`src/hw/rtl/idv_pkg.sv`:
```
// ----------------------------------------------------------------------------
// idv_pkg: shared types and constants of the ISO date validator
//
// Character codes, line positions, status codes and the record that carries
// one parsed line from the parser to the calendar checker.
// ----------------------------------------------------------------------------
package idv_pkg;

    // Character codes
    localparam logic [7:0] CHAR_DASH = 8'd45;
    localparam logic [7:0] CHAR_ZERO = 8'd48;
    localparam logic [7:0] CHAR_NINE = 8'd57;

    // Positions within the line
    localparam logic [3:0] YEAR_CENT_END = 4'd2;
    localparam logic [3:0] DASH_POS_A    = 4'd4;
    localparam logic [3:0] DASH_POS_B    = 4'd7;
    localparam logic [3:0] DATE_LEN      = 4'd10;
    localparam logic [3:0] POS_MAX       = 4'd15;

    // Calendar limits
    localparam logic [6:0] MONTH_FEB     = 7'd2;
    localparam logic [6:0] MONTH_APR     = 7'd4;
    localparam logic [6:0] MONTH_JUN     = 7'd6;
    localparam logic [6:0] MONTH_SEP     = 7'd9;
    localparam logic [6:0] MONTH_NOV     = 7'd11;
    localparam logic [6:0] MONTH_MAX     = 7'd12;
    localparam logic [6:0] DAYS_LONG     = 7'd31;
    localparam logic [6:0] DAYS_SHORT    = 7'd30;
    localparam logic [6:0] DAYS_FEB_LEAP = 7'd29;
    localparam logic [6:0] DAYS_FEB      = 7'd28;

    // Configuration register map
    localparam int unsigned PADDR_W      = 3;
    localparam logic        IDX_MIN_YEAR = 1'b0;
    localparam logic        IDX_MAX_YEAR = 1'b1;
    localparam logic [13:0] MIN_YEAR_RST = 14'd1;
    localparam logic [13:0] MAX_YEAR_RST = 14'd9999;

    // Result status codes
    typedef enum logic [1:0] {
        ST_VALID  = 2'd0,
        ST_FORMAT = 2'd1,
        ST_RANGE  = 2'd2
    } status_t;

    // One parsed line on its way to the checker
    typedef struct packed {
        logic        valid;
        logic        fmt_ok;
        logic [13:0] year;
        logic [6:0]  month;
        logic [6:0]  day;
        logic [6:0]  cent;   // first two year digits
        logic [6:0]  yy;     // last two year digits
    } idv_line_t;

endpackage

```
`src/hw/rtl/idv_if.sv`:
```
// ----------------------------------------------------------------------------
// idv_if: stream channels of the ISO date validator
//
// Character channel into the block and date result channel out of it, each
// with valid/ready handshake and a source and a sink modport.
// ----------------------------------------------------------------------------
interface idv_char_if;
    logic       valid;
    logic       ready;
    logic [7:0] symbol;
    logic       last;

    modport source (output valid, output symbol, output last, input ready);
    modport sink   (input valid, input symbol, input last, output ready);
endinterface

interface idv_date_if;
    logic             valid;
    logic             ready;
    idv_pkg::status_t status;
    logic [13:0]      year;
    logic [6:0]       month;
    logic [6:0]       day;

    modport source (output valid, output status, output year, output month,
                    output day, input ready);
    modport sink   (input valid, input status, input year, input month,
                    input day, output ready);
endinterface

```
`src/hw/rtl/iso_date_string_validator.sv`:
```
// ----------------------------------------------------------------------------
// iso_date_string_validator: YYYY-MM-DD date line checker
//
// Takes a text line one byte per beat and reports, for each line, whether it
// is a valid ISO calendar date within the configured year bounds.
// ----------------------------------------------------------------------------
// The block takes one character beat per clock cycle while it does not stall,
// lines back to back, and gives one result beat per line after the line's
// last character has passed the parser's line register and then the output
// register. A character beat stalls only while both the line register
// and the output register are full and the result sink holds off its ready.
// Each beat is handled by the character parser and each line by the calendar
// checker. The user must write the year bounds min_year (byte address 0) and
// max_year (byte address 4) over the APB port only while no line is in
// flight; the block itself does not enforce this.
// ----------------------------------------------------------------------------
module iso_date_string_validator (
    input  logic                         clk,
    input  logic                         rst_n,
    idv_char_if.sink                     chars,
    idv_date_if.source                   dates,
    input  logic                         psel,
    input  logic                         penable,
    input  logic                         pwrite,
    input  logic [idv_pkg::PADDR_W-1:0]  paddr,
    input  logic [31:0]                  pwdata,
    output logic [31:0]                  prdata,
    output logic                         pready
);
    import idv_pkg::*;

    logic [13:0] min_year_reg;
    logic [13:0] max_year_reg;
    logic        cfg_write;
    logic        cfg_index;
    idv_line_t   line;
    logic        line_ready;

    // Configuration port
    assign pready    = 1'b1;
    assign cfg_write = psel && penable && pwrite && pready;
    assign cfg_index = paddr[2];

    always_ff @(posedge clk or negedge rst_n)
    begin
        if (!rst_n)
        begin
            min_year_reg <= MIN_YEAR_RST;
            max_year_reg <= MAX_YEAR_RST;
        end
        else if (cfg_write)
        begin
            unique case (cfg_index)
                IDX_MIN_YEAR: min_year_reg <= pwdata[13:0];
                IDX_MAX_YEAR: max_year_reg <= pwdata[13:0];
                default:      ;
            endcase
        end
    end

    // Register read back
    always_comb
    begin
        unique case (cfg_index)
            IDX_MIN_YEAR: prdata = {18'd0, min_year_reg};
            IDX_MAX_YEAR: prdata = {18'd0, max_year_reg};
            default:      prdata = '0;
        endcase
    end

    // Character parser
    idv_parse u_parse (
        .clk        (clk),
        .rst_n      (rst_n),
        .chars      (chars),
        .line       (line),
        .line_ready (line_ready)
    );

    // Calendar checker and output register
    idv_check u_check (
        .clk        (clk),
        .rst_n      (rst_n),
        .line       (line),
        .line_ready (line_ready),
        .min_year   (min_year_reg),
        .max_year   (max_year_reg),
        .dates      (dates)
    );

endmodule

```
`src/hw/rtl/idv_parse.sv`:
```
// ----------------------------------------------------------------------------
// idv_parse: character parser of the ISO date validator
//
// Tracks the position in the line, checks each character against the
// YYYY-MM-DD pattern and builds up the digit fields. On the last beat of a
// line it loads a line record for the checker and clears its state.
// ----------------------------------------------------------------------------
module idv_parse (
    input  logic               clk,
    input  logic               rst_n,
    idv_char_if.sink           chars,
    output idv_pkg::idv_line_t line,
    input  logic               line_ready
);
    import idv_pkg::*;

    logic [3:0]  position_reg, position_next;
    logic        format_bad_reg, format_bad_next;
    logic [13:0] year_acc_reg, year_acc_next;
    logic [6:0]  month_acc_reg, month_acc_next;
    logic [6:0]  day_acc_reg, day_acc_next;
    logic [6:0]  cent_acc_reg, cent_acc_next;
    logic [6:0]  yy_acc_reg, yy_acc_next;
    idv_line_t   line_reg;
    logic        accept;
    logic [3:0]  digit;

    // The line record slot frees up when the checker takes it
    assign chars.ready = !line_reg.valid || line_ready;
    assign accept      = chars.valid && chars.ready;
    assign digit       = chars.symbol[3:0];
    assign line        = line_reg;

    // Per-character check and digit accumulation
    always_comb
    begin
        format_bad_next = format_bad_reg;
        year_acc_next   = year_acc_reg;
        month_acc_next  = month_acc_reg;
        day_acc_next    = day_acc_reg;
        cent_acc_next   = cent_acc_reg;
        yy_acc_next     = yy_acc_reg;
        if (position_reg >= DATE_LEN)
        begin
            format_bad_next = 1'b1;
        end
        else if (position_reg == DASH_POS_A || position_reg == DASH_POS_B)
        begin
            if (chars.symbol != CHAR_DASH)
            begin
                format_bad_next = 1'b1;
            end
        end
        else if (chars.symbol < CHAR_ZERO || chars.symbol > CHAR_NINE)
        begin
            format_bad_next = 1'b1;
        end
        else if (position_reg < DASH_POS_A)
        begin
            year_acc_next = year_acc_reg * 14'd10 + {10'd0, digit};
            if (position_reg < YEAR_CENT_END)
            begin
                cent_acc_next = cent_acc_reg * 7'd10 + {3'd0, digit};
            end
            else
            begin
                yy_acc_next = yy_acc_reg * 7'd10 + {3'd0, digit};
            end
        end
        else if (position_reg < DASH_POS_B)
        begin
            month_acc_next = month_acc_reg * 7'd10 + {3'd0, digit};
        end
        else
        begin
            day_acc_next = day_acc_reg * 7'd10 + {3'd0, digit};
        end
        position_next = (position_reg != POS_MAX) ? position_reg + 4'd1 : position_reg;
    end

    // Line state: cleared after the last beat of each line
    always_ff @(posedge clk or negedge rst_n)
    begin
        if (!rst_n)
        begin
            position_reg   <= '0;
            format_bad_reg <= 1'b0;
            year_acc_reg   <= '0;
            month_acc_reg  <= '0;
            day_acc_reg    <= '0;
            cent_acc_reg   <= '0;
            yy_acc_reg     <= '0;
        end
        else if (accept)
        begin
            if (chars.last)
            begin
                position_reg   <= '0;
                format_bad_reg <= 1'b0;
                year_acc_reg   <= '0;
                month_acc_reg  <= '0;
                day_acc_reg    <= '0;
                cent_acc_reg   <= '0;
                yy_acc_reg     <= '0;
            end
            else
            begin
                position_reg   <= position_next;
                format_bad_reg <= format_bad_next;
                year_acc_reg   <= year_acc_next;
                month_acc_reg  <= month_acc_next;
                day_acc_reg    <= day_acc_next;
                cent_acc_reg   <= cent_acc_next;
                yy_acc_reg     <= yy_acc_next;
            end
        end
    end

    // Line record handed to the checker
    always_ff @(posedge clk or negedge rst_n)
    begin
        if (!rst_n)
        begin
            line_reg <= '0;
        end
        else if (accept && chars.last)
        begin
            line_reg.valid  <= 1'b1;
            line_reg.fmt_ok <= !format_bad_next && (position_next == DATE_LEN);
            line_reg.year   <= year_acc_next;
            line_reg.month  <= month_acc_next;
            line_reg.day    <= day_acc_next;
            line_reg.cent   <= cent_acc_next;
            line_reg.yy     <= yy_acc_next;
        end
        else if (line_ready)
        begin
            line_reg.valid <= 1'b0;
        end
    end

`ifndef SYNTHESIS
    // A line always starts from position zero after its last beat
    a_clear_after_last: assert property (@(posedge clk) disable iff (!rst_n)
        accept && chars.last |=> position_reg == '0 && !format_bad_reg)
        else $error("line state not cleared after last beat");

    // A line record only appears after the last beat of a line
    a_line_from_last: assert property (@(posedge clk) disable iff (!rst_n)
        $rose(line_reg.valid) |-> $past(accept && chars.last))
        else $error("line record without a last beat");
`endif

endmodule

```
`src/hw/rtl/idv_check.sv`:
```
// ----------------------------------------------------------------------------
// idv_check: calendar checker of the ISO date validator
//
// Checks a parsed line against the year bounds and the calendar, and holds
// the result in the output register until the sink takes it.
// ----------------------------------------------------------------------------
module idv_check (
    input  logic               clk,
    input  logic               rst_n,
    input  idv_pkg::idv_line_t line,
    output logic               line_ready,
    input  logic [13:0]        min_year,
    input  logic [13:0]        max_year,
    idv_date_if.source         dates
);
    import idv_pkg::*;

    logic        out_valid_reg;
    status_t     status_reg, status_next;
    logic [13:0] year_reg;
    logic [6:0]  month_reg;
    logic [6:0]  day_reg;
    logic        year_ok;
    logic        month_ok;
    logic        leap;
    logic [6:0]  month_days;
    logic        day_ok;
    logic        load;

    // Output register frees up when the sink takes its beat
    assign line_ready = !out_valid_reg || dates.ready;
    assign load       = line.valid && line_ready;

    // Gregorian leap year from the two digit pairs of the year
    assign leap = (line.yy[1:0] == 2'd0) && (line.yy != 7'd0 || line.cent[1:0] == 2'd0);

    // Year bounds and month range
    assign year_ok  = (line.year >= min_year) && (line.year <= max_year);
    assign month_ok = (line.month != 7'd0) && (line.month <= MONTH_MAX);

    // Length of the month
    always_comb
    begin
        case (line.month) inside
            MONTH_FEB:
                month_days = leap ? DAYS_FEB_LEAP : DAYS_FEB;
            MONTH_APR, MONTH_JUN, MONTH_SEP, MONTH_NOV:
                month_days = DAYS_SHORT;
            default:
                month_days = DAYS_LONG;
        endcase
    end

    assign day_ok = (line.day != 7'd0) && (line.day <= month_days);

    // Result status
    always_comb
    begin
        if (!line.fmt_ok)
        begin
            status_next = ST_FORMAT;
        end
        else if (year_ok && month_ok && day_ok)
        begin
            status_next = ST_VALID;
        end
        else
        begin
            status_next = ST_RANGE;
        end
    end

    // Output register
    always_ff @(posedge clk or negedge rst_n)
    begin
        if (!rst_n)
        begin
            out_valid_reg <= 1'b0;
        end
        else if (line_ready)
        begin
            out_valid_reg <= line.valid;
        end
    end

    always_ff @(posedge clk)
    begin
        if (load)
        begin
            status_reg <= status_next;
            year_reg   <= line.fmt_ok ? line.year  : 14'd0;
            month_reg  <= line.fmt_ok ? line.month : 7'd0;
            day_reg    <= line.fmt_ok ? line.day   : 7'd0;
        end
    end

    assign dates.valid  = out_valid_reg;
    assign dates.status = status_reg;
    assign dates.year   = year_reg;
    assign dates.month  = month_reg;
    assign dates.day    = day_reg;

`ifndef SYNTHESIS
    // A badly formatted line reports zero date fields
    a_format_zero: assert property (@(posedge clk) disable iff (!rst_n)
        dates.valid && dates.status == ST_FORMAT |->
            dates.year == 14'd0 && dates.month == 7'd0 && dates.day == 7'd0)
        else $error("format error with nonzero date fields");

    // A valid date lies within the calendar and the year bounds
    a_valid_date: assert property (@(posedge clk) disable iff (!rst_n)
        dates.valid && dates.status == ST_VALID |->
            dates.month != 7'd0 && dates.month <= MONTH_MAX &&
            dates.day != 7'd0 && dates.day <= DAYS_LONG &&
            dates.year >= min_year && dates.year <= max_year)
        else $error("valid status on an impossible date");
`endif

endmodule
```
`src/flat_wrapper.sv`:
```
// flat-port wrapper written by rule: the top's interface ports become plain ports
module iso_date_string_validator_flat import idv_pkg::*;
  (clk, rst_n, psel, penable, pwrite, paddr, pwdata, prdata, pready, chars_valid, chars_symbol, chars_last, chars_ready, dates_valid, dates_status, dates_year, dates_month, dates_day, dates_ready);
  idv_char_if chars_i ();
  idv_date_if dates_i ();
  input  logic clk;
  input  logic rst_n;
  input  logic psel;
  input  logic penable;
  input  logic pwrite;
  input  logic [idv_pkg::PADDR_W-1:0] paddr;
  input  logic [31:0] pwdata;
  output logic [31:0] prdata;
  output logic pready;
  input wire logic [$bits(chars_i.valid)-1:0] chars_valid;
  input wire logic [$bits(chars_i.symbol)-1:0] chars_symbol;
  input wire logic [$bits(chars_i.last)-1:0] chars_last;
  output wire logic [$bits(chars_i.ready)-1:0] chars_ready;
  output wire logic [$bits(dates_i.valid)-1:0] dates_valid;
  output wire logic [$bits(dates_i.status)-1:0] dates_status;
  output wire logic [$bits(dates_i.year)-1:0] dates_year;
  output wire logic [$bits(dates_i.month)-1:0] dates_month;
  output wire logic [$bits(dates_i.day)-1:0] dates_day;
  input wire logic [$bits(dates_i.ready)-1:0] dates_ready;
  assign chars_i.valid = chars_valid;
  assign chars_i.symbol = chars_symbol;
  assign chars_i.last = chars_last;
  assign chars_ready = chars_i.ready;
  assign dates_valid = dates_i.valid;
  assign dates_status = dates_i.status;
  assign dates_year = dates_i.year;
  assign dates_month = dates_i.month;
  assign dates_day = dates_i.day;
  assign dates_i.ready = dates_ready;
  iso_date_string_validator u_core (.clk(clk), .rst_n(rst_n), .chars(chars_i), .dates(dates_i), .psel(psel), .penable(penable), .pwrite(pwrite), .paddr(paddr), .pwdata(pwdata), .prdata(prdata), .pready(pready));
endmodule
```
`config.mk`:
```
export PLATFORM = sky130hd
export DESIGN_NAME = iso_date_string_validator_flat
export DESIGN_NICKNAME = d
export VERILOG_FILES = /design/src/hw/rtl/idv_pkg.sv /design/src/hw/rtl/idv_if.sv /design/src/hw/rtl/iso_date_string_validator.sv /design/src/hw/rtl/idv_parse.sv /design/src/hw/rtl/idv_check.sv /design/src/flat_wrapper.sv
export SDC_FILE = /design/constraint.sdc
export NUM_CORES = 1
export LEC_CHECK = 0
export ABC_AREA = 1
export BUFFER_PORTS_ARGS = -buffer_cell sky130_fd_sc_hd__buf_4
export CORE_MARGIN = 2
export CORE_UTILIZATION = 30
export DETAILED_ROUTE_END_ITERATION = 8
export PLACE_DENSITY = 0.54
export SYNTH_ARGS = -nofsm -noshare
export SYNTH_HDL_FRONTEND = slang
export SYNTH_SLANG_ARGS = --single-unit
```
`constraint.sdc`:
```
create_clock -name clk -period 4.2 [get_ports clk]
set_input_delay 0 -clock clk [delete_from_list [all_inputs] [get_ports clk]]
set_output_delay 0 -clock clk [all_outputs]
set_load 0.01 [all_outputs]
```
Yosys cells after proc, flatten, opt, wreduce, memory -nomap -nowiden
Index checks and enable logic that the tools add are counted.
{"block": "totals", "reg_bits": 145, "input_bits": 51, "output_inout_bits": 65}
{"block": "classes", "n_addsub": 6, "multipliers": 5, "magnitude_cmp": 10, "eq_ne": 10, "muxes": 43, "bitwise": 1, "reduce_logical": 29}
{"op": "$mux 7", "count": 24}
{"op": "$mux 14", "count": 5}
{"op": "$pmux 32 s2", "count": 1}
{"op": "$add 7x4->7", "count": 4}
{"op": "$mul 7x3->6 const B", "count": 4}
{"op": "$reduce_bool 7->1", "count": 3}
{"op": "$add 14x4->14", "count": 1}
{"op": "$eq 7x3->1 const B", "count": 2}
{"op": "$eq 7x4->1 const B", "count": 2}
{"op": "$ge 14x14->1", "count": 1}
{"op": "$le 14x14->1", "count": 1}
{"op": "$mul 14x3->13 const B", "count": 1}
{"op": "$logic_and 1x1->1", "count": 12}
{"op": "$mux 1", "count": 9}
{"op": "$eq 4x3->1 const B", "count": 2}
{"op": "$gt 8x6->1 const B", "count": 1}
{"op": "$lt 4x3->1 const B", "count": 2}
{"op": "$lt 8x6->1 const B", "count": 1}
{"op": "$mux 4", "count": 2}
{"op": "$ne 8x6->1 const B", "count": 1}
{"op": "$eq 7x2->1 const B", "count": 1}
{"op": "$le 7x4->1 const B", "count": 1}
{"op": "$le 7x7->1", "count": 1}
{"op": "$logic_or 1x1->1", "count": 5}
{"op": "12 further kinds", "count": 17}

Longest topological paths before layout
Gate-level depths: netlist of the first run.
{"block": "logic_depth", "depth_word": 9, "depth_mapped": 15, "mapped_depth_nobuf": 15}

Hierarchy
A second synthesis of the first run with hierarchy kept.
{"block": "unflattened", "cells_unflattened": 1194, "hier_area_um2": 9496.6}
{"module": "idv_parse", "instances": 1, "cells_per_inst": 731, "area_each_um2": 5818.1, "seq_area_each_um2": 2277.2}
{"module": "idv_check", "instances": 1, "cells_per_inst": 272, "area_each_um2": 2180.8, "seq_area_each_um2": 925.9}
{"module": "iso_date_string_validator", "instances": 1, "cells_per_inst": 191, "area_each_um2": 1497.7, "seq_area_each_um2": 711.9}

Least setup slack after synthesis of the first run
OpenSTA, ideal clock, no wires.
{"block": "synth_path", "path_kind": "reg-to-reg", "startpoint": "register u_core.u_parse.year_acc_reg[1]", "endpoint": "register u_core.u_parse.year_acc_reg[10]", "setup_time_ps": 136, "arrival_ps": 2361, "required_ps": 4064, "slack_ps": 1703, "stages_incl_launch_ff": 15, "path_buffers": 0, "cell_sequence": "dfrtp_1 ha_1 ha_1 fa_1 nand2_1 nor2_1 nand2_1 a21oi_2 nand2_1 nor2_2 nand2_1 nand2_1 nand2_1 o21ai_0 o21ai_0"}
{"block": "synth_via", "elab_chain_len": 7}
{"element": "start: declaration", "line": "idv_parse.sv:19", "rtl": "logic [13:0] year_acc_reg, year_acc_next;"}
{"element": "start signal: assignment", "line": "idv_parse.sv:110", "rtl": "year_acc_reg <= year_acc_next;"}
{"element": "$mul 14x3->13", "line": "idv_parse.sv:60", "rtl": "year_acc_next = year_acc_reg * 14'd10 + {10'd0, digit};"}
{"element": "$add 14x4->14", "line": "idv_parse.sv:60"}
{"element": "$mux 14", "line": "idv_parse.sv:58", "rtl": "else if (position_reg < DASH_POS_A)"}
{"element": "$mux 14", "line": "idv_parse.sv:54", "rtl": "else if (chars.symbol < CHAR_ZERO || chars.symbol > CHAR_NINE)"}
{"element": "$mux 14", "line": "idv_parse.sv:47", "rtl": "else if (position_reg == DASH_POS_A || position_reg == DASH_POS_B)"}
{"element": "$mux 14", "line": "idv_parse.sv:43", "rtl": "if (position_reg >= DATE_LEN)"}
{"element": "$mux 14", "line": "idv_parse.sv:96", "rtl": "if (chars.last)"}
Every way passes these cells.
A chain may end at the register's enable or synchronous reset.

Final worst setup path of the first run
Ends and elaborated chain as after synthesis.

==> run metrics, run 1 <==
vias in the first global route 6741; Final Hold Violating Endpoints 0; sequential area share after synthesis 42.47%; Worst Setup Slack post-DPL 1.408 ns; Max Freq 0.3576 GHz; non-filler instance count after layout 1527; post-layout min period 2.796 ns; post-detailed-route wirelength per cell 13.19 um; Die Height 173.6 um; Min Hold Slack 0.02198 ns; proportion of power drawn by combinational gates 15.7%; endpoint arrival time on the critical path 3.06 ns; final count of negative-setup-slack endpoints 0; placed cell area 9535 um2; Switching Fraction 27.99%; register bit count reported by yosys 140; path type of the worst setup path reg -> reg; number of buffer cells added on primary ports 76; Clock Root Buffer clkbuf_16; DRC errors left 0; num ports 116; power density of the placed cells 360.2 nW/um2; Worst Hold Depth 6; setup repair after global routing missed its margin no; number of pins exceeding their max-slew limit in the final report 0; Iter 0 DRT Violations 417; global placement routability congestion 0.8534; most frequent standard cell in the layout excluding fill and tap cells nand2_1; Clock transition at path regs 0.06 ns; Post-synth EDFFs 30; insertion delay of the later-clocked pin in the worst-skew pair 0.43 ns; setup ws final 1.404 ns; Relative slew margins 26.47%; actual transition at the worst max-transition pin 1.103 ns; most frequent cells in the layout nand2_1, inv_1, dfrtp_1; number of post-CTS setup repair buffers 0; global-route wire length before repair 33840 um; Antenna Nets Post-Route 0; cell depth of the worst flop-to-flop path 14; portion of total power attributed to the clock network 41.8%; post-layout instance area 10300 um2; most frequent cell on the critical path nand2_1; CP peak stage delay 0.57 ns; pin count of the biggest net entering global routing 52; net load switching power 1039 uW; remaining global-route overflow 0; die width 173.6 um; number of instances in the synthesized netlist 1044; kind of end point of the critical path flip-flop; layout cell share with drive strength beyond 1 13.04%; total wire length after detailed routing 20130 um; type of the most critical hold path in -> reg; Async SR Flop Fraction 78.57%; Peak supply drop 0.0001691 V; max-cap violations 0; detailed placer's ending HPWL 14310 um; all-layer global routing usage 13.96%; Post-Synthesis Cell Area 8628 um2; status finished, final reports clean; via total after detailed routing 6831; number of CTS-inserted buffers 17; Syn Area/Cell 8.265 um2; via density per instance 4.473; worst clock skew 0.01763 ns; internal portion of total power 2673 uW; Die Footprint 30130 um2; share of the clock period used by the worst path after layout 66.57%; antenna violations before repair 0; placeable core region 28550 um2; total instance count after detailed placement 1478; hold_buf cts 17; Critical-path top delay cell fa_1; Final nets 1265; Setup TNS 0 ns; Crit Path Max Fanout 4; Layout Area Growth over Synthesis 19.42%; Warnings, synthesis 0; length of the first detailed-routing pass in iterations 5; initial standard-cell utilization of the core 30.22%; number of sinks driven by the clock tree 140; FP Rows 62; cell chain of the critical path ha_1 > ha_1 > fa_1 > nand2_1 > nor2_1 > nand2_1 > a21oi_2 > nand2_1 > nor2_2 > nand2_1 > nand2_1 > nand2_1 > o21ai_0 > o21ai_0; sequential cell fraction of total power 42.5%; TritonCTS clock tree built; flip-flop count of the largest register after layout 39; post-cts resize count 0; n_diodes 0; Post-synth top flop dfrtp_1; clk buf depth 2; number of levels in the clock H-tree 4; type of element launching the critical path flip-flop; Static Leak 0.005319 uW; required time worst endpoint 4.47 ns; count of distinct cell types in the synthesized netlist 53
kinds of logic after synthesis:
logic type               Yosys count  synth area share [%]
AO/OA/AOI/OAI                    164                 10.46
adder cells (fa/ha/maj)           84                 12.88
buffers and inverters            199                 9.730
multiplexers                       4                0.4785
AND/OR/NAND/NOR                  423                 21.06
flip-flops                       140                 42.47
other                              2               0.08704
XOR/XNOR                          28                 2.842
final timing paths:
check | from | end | slack [ns]
min reg2reg | u_core.u_parse.year_acc_reg[13] | u_core.u_parse.year_acc_reg[13] | 0.47
min | chars_symbol[4] | u_core.u_parse.line[42] | 0.02
max | u_core.u_parse.year_acc_reg[1] | u_core.u_parse.year_acc_reg[10] | 1.40
max in group asynchronous | rst_n | u_core.max_year_reg[3] | 3.13
min in group asynchronous | rst_n | u_core.u_check.dates.valid | 0.14
max reg2reg | u_core.u_parse.year_acc_reg[1] | u_core.u_parse.year_acc_reg[10] | 1.40
metal layers:
metal	GRT usage [%]	share of wire [%]	wire length, um
met3	2.522	3.1	625
met2	23.72	47	9552
met1	18.37	48	9730
met5	0	0	0
met4	3.606	1.1	226
worst max-delay path, delay by kind of cell, from the launching register on:
kind | cells | cell delay (ns)
AO/OA/AOI/OAI | 3 | 0.37
adder cells (fa/ha/maj) | 3 | 1.11
flip-flops | 1 | 0.43
AND/OR/NAND/NOR | 8 | 0.73
power groups by stage:
| stage | logic [uW] | registers, uW | clock network (uW) |
|---|---|---|---|
| after floorplan | 373 | 1590 | 0 |
| after global placement | 568 | 1600 | 0 |
| after detailed placement | 577 | 1600 | 0 |
| after CTS | 594 | 1580 | 1580 |
| after global routing | 675 | 1590 | 1630 |
| final | 582 | 1580 | 1550 |
layout make-up:
cell class              count  area, um2
multi-input cells         722       4199
clock inverters            13      165.2
fillers                  3009      18240
inverters                 150      563.0
clock buffers              19      432.9
repair buffers             99      798.3
well taps                 384      480.5
flip-flops and latches    140       3665
per-stage QoR:
step | total power (uW) | utilization (%)
after detailed placement | 2180 | 33.40
final | 3711 | 36.09
after floorplan | 1960 | -
after CTS | 3752 | 36.09
after global routing | 3897 | 36.09
after global placement | 2171 | 33.40
synthesized netlist by cell type (all sizes together) (4+ instances only):
master / instances / area [um2]
ha: 76 / 950.9
o22ai: 8 / 50.05
fa: 8 / 160.2
nand2: 288 / 1089
nor2: 38 / 167.7
o21ai: 108 / 544.3
nor3: 8 / 51.30
or2: 13 / 81.33
xnor2: 11 / 96.34
edfxtp: 30 / 900.9
inv: 150 / 563.0
a22o: 4 / 35.03
xor2: 17 / 148.9
dfstp: 9 / 236.5
a21oi: 28 / 143.9
nand3: 63 / 332.8
dfrtp: 101 / 2527
nand4: 4 / 31.28
clkbuf: 20 / 75.07
buf: 29 / 201.4
(Power assumes the default switching activity.)
==> run 2, diff against run 1 <==
--- a/config.mk
+++ b/config.mk
@@ -10,7 +10,7 @@
 export CORE_MARGIN = 2
 export CORE_UTILIZATION = 30
 export DETAILED_ROUTE_END_ITERATION = 8
-export PLACE_DENSITY = 0.54
+export PLACE_DENSITY = 0.56
 export SYNTH_ARGS = -nofsm -noshare
 export SYNTH_HDL_FRONTEND = slang
 export SYNTH_SLANG_ARGS = --single-unit
==> constraint.sdc (replaced) <==
create_clock -name clk -period 2.25 [get_ports clk]
set_input_delay 0 -clock clk [delete_from_list [all_inputs] [get_ports clk]]
set_output_delay 0 -clock clk [all_outputs]
set_load 0.01 [all_outputs]
==> run 2 against run 1 <==
Utilization rose by 1.9 points. Via count rose by 2.8%. Largest power group unchanged. Sequential power rose by 85%. The flow now finishes with violations (setup timing). Critical path type unchanged. Global-route usage rose by 0.38 points.
==> run metrics, run 2 (same netlist as run 1, synthesis figures left out) <==
status finished, violations left (was finished, final reports clean); failing checks setup timing; global placement routability congestion 0.7971 (was 0.8534); number of levels in the clock H-tree 4 (unchanged); Clock Root Buffer clkbuf_16 (unchanged); number of buffer cells added on primary ports 76 (unchanged); via total after detailed routing 7019 (was 6831); TritonCTS clock tree built (unchanged); number of sinks driven by the clock tree 140 (unchanged); vias in the first global route 7080 (was 6741); path type of the worst setup path reg -> reg (unchanged); total instance count after detailed placement 1523 (was 1478); remaining global-route overflow 0 (unchanged); beginning of the worst hold path chars_symbol[5] (was chars_symbol[4]); Static Leak 0.005581 uW (was 0.005319 uW); detailed placer's ending HPWL 14940 um (was 14310 um); power density of the placed cells 629.7 nW/um2 (was 360.2 nW/um2); clk buf depth 2 (unchanged); Antenna Nets Post-Route 0 (unchanged); n_diodes 0 (unchanged); actual transition at the worst max-transition pin 0.8693 ns (was 1.103 ns); cell depth of the worst flop-to-flop path 13 (was 14); endpoint arrival time on the critical path 2.82 ns (was 3.06 ns); worst clock skew 0.01048 ns (was 0.01763 ns); Final nets 1318 (was 1265); Peak supply drop 0.0003909 V (was 0.0001691 V); flip-flop count of the largest register after layout 39 (unchanged); number of pins exceeding their max-slew limit in the final report 0 (unchanged); Max Freq 0.3994 GHz (was 0.3576 GHz); FP Rows 62 (unchanged); placeable core region 28550 um2 (unchanged); share of the clock period used by the worst path after layout 111.3% (was 66.57%); worst setup slack for register-to-register paths -0.25 ns (was 1.40 ns); required time worst endpoint 2.57 ns (was 4.47 ns); die width 173.6 um (unchanged); layout cell share with drive strength beyond 1 18.73% (was 13.04%); initial standard-cell utilization of the core 30.22% (unchanged); source of the critical timing path u_core.u_parse.year_acc_reg[1] (unchanged); Relative slew margins 41.91% (was 26.47%); post-detailed-route wirelength per cell 13.00 um (was 13.19 um); Die Height 173.6 um (unchanged); Iter 0 DRT Violations 393 (was 417); total wire length after detailed routing 20540 um (was 20130 um); most frequent standard cell in the layout excluding fill and tap cells nand2_1 (unchanged); Reg-to-Reg Start u_core.u_parse.year_acc_reg[1] (unchanged); num ports 116 (unchanged); Clock transition at path regs 0.06 ns (about the same); global-route wire length before repair 34830 um (was 33840 um); DRC errors left 0 (unchanged); via density per instance 4.442 (was 4.473); kind of end point of the critical path flip-flop (unchanged); destination of the critical timing path u_core.u_parse.year_acc_reg[10] (unchanged); pin count of the biggest net entering global routing 57 (was 52); Die Footprint 30130 um2 (unchanged); type of element launching the critical path flip-flop (unchanged); placed cell area 9903 um2 (was 9535 um2); Final Hold Violating Endpoints 0 (unchanged); post-layout instance area 10840 um2 (was 10300 um2); number of CTS-inserted buffers 17 (unchanged); reg-to-reg endpoint u_core.u_parse.year_acc_reg[10] (unchanged); max-cap violations 0 (unchanged); type of the most critical hold path in -> reg (unchanged); Worst Setup Slack post-DPL -0.2807 ns (was 1.408 ns); antenna violations before repair 0 (unchanged); Layout Area Growth over Synthesis 25.59% (was 19.42%); insertion delay of the later-clocked pin in the worst-skew pair 0.43 ns (about the same); post-layout min period 2.504 ns (was 2.796 ns); setup ws final -0.2538 ns (was 1.404 ns); Crit Path Max Fanout 3 (was 4); setup repair after global routing missed its margin yes (was no); final count of negative-setup-slack endpoints 15 (was 0); length of the first detailed-routing pass in iterations 5 (unchanged); all-layer global routing usage 14.34% (was 13.96%); most frequent cells in the layout nand2_1, inv_1, buf_4 (was nand2_1, inv_1, dfrtp_1); non-filler instance count after layout 1580 (was 1527)
==> run 2: changes by cell type in the layout (fill, tap and decap cells not counted), sizes merged <==
cell and delta:
dlygate4sd3 +1, clkinv +1, inv +4, clkbuf -1, clkinvlp -1, bufinv -3, buf +52
==> run 2: area by class of cell <==
| type | instances | area (um2) |
|---|---|---|
| Clock buffer | 18 | 450.4 |
| Multi-Input combinational cell | 722 | 4345 |
| Timing Repair Buffer | 152 | 1224 |
| Inverter | 150 | 563.0 |
| Tap cell | 384 | 480.5 |
| Sequential cell | 140 | 3665 |
| Clock inverter | 14 | 108.9 |
| Fill cell | 2943 | 17710 |
==> run 2: power breakdown <==
| group | switching, uW | internal, uW |
|---|---|---|
| clock | 1200 | 1490 |
| combinational | 698 | 495 |
| sequential | 133 | 2800 |
| total | 2040 | 4790 |
==> run 2: worst min-delay path by stage <==
stage	depth (start not counted)	slack, ns	to
6_report	5	0.01	u_core.u_parse.line[42]
2_1_floorplan	0	-0.30	u_core.max_year_reg[11]
5_1_grt	6	0.06	u_core.u_parse.line[3]
4_1_cts	5	0.01	u_core.u_parse.line[42]
3_5_place_dp	1	0.08	u_core.min_year_reg[3]
3_3_place_gp	1	0.07	u_core.min_year_reg[3]
==> run 2: worst max-delay path, cell delays in order, from the launching register on <==
cell and delay (ns):
dfrtp_1 0.39, ha_1 0.30, ha_2 0.19, fa_2 0.53
buf_4 0.12, nand3_1 0.10, a21oi_2 0.19, nand2_2 0.11
nor2_4 0.11, nand2_1 0.05, nand2_1 0.06, nand2_1 0.05
o21ai_1 0.10, o21ai_1 0.09
==> run 2: what timing repair did <==
item,4_1_cts,5_1_grt
hold endpoints to repair,75,0
setup buffers,1,6
hold buffers,18,0
pin swaps,10,18
setup endpoints to repair,17,25
gates resized for setup,17,19
==> run 2: metrics by stage <==
step	hold slack (ns)	utilization, %	setup TNS, ns	power, uW
2_1_floorplan	-0.2956	-	-1.267	3660
3_3_place_gp	0.06730	34.69	-2.657	4112
3_5_place_dp	0.08084	34.69	-3.150	4135
4_1_cts	0.01366	37.54	-2.421	6891
5_1_grt	0.06491	37.96	-5.116	7202
6_report	0.01007	37.96	-2.625	6824
==> run 2: per-layer routing <==
layer	GRT usage (%)	routed length, um	up-vias
li1	-	-	3611
met4	4.447	242	0
met3	2.325	630	21
met5	0	0	-
met2	23.78	9554	111
met1	19.23	10120	3276
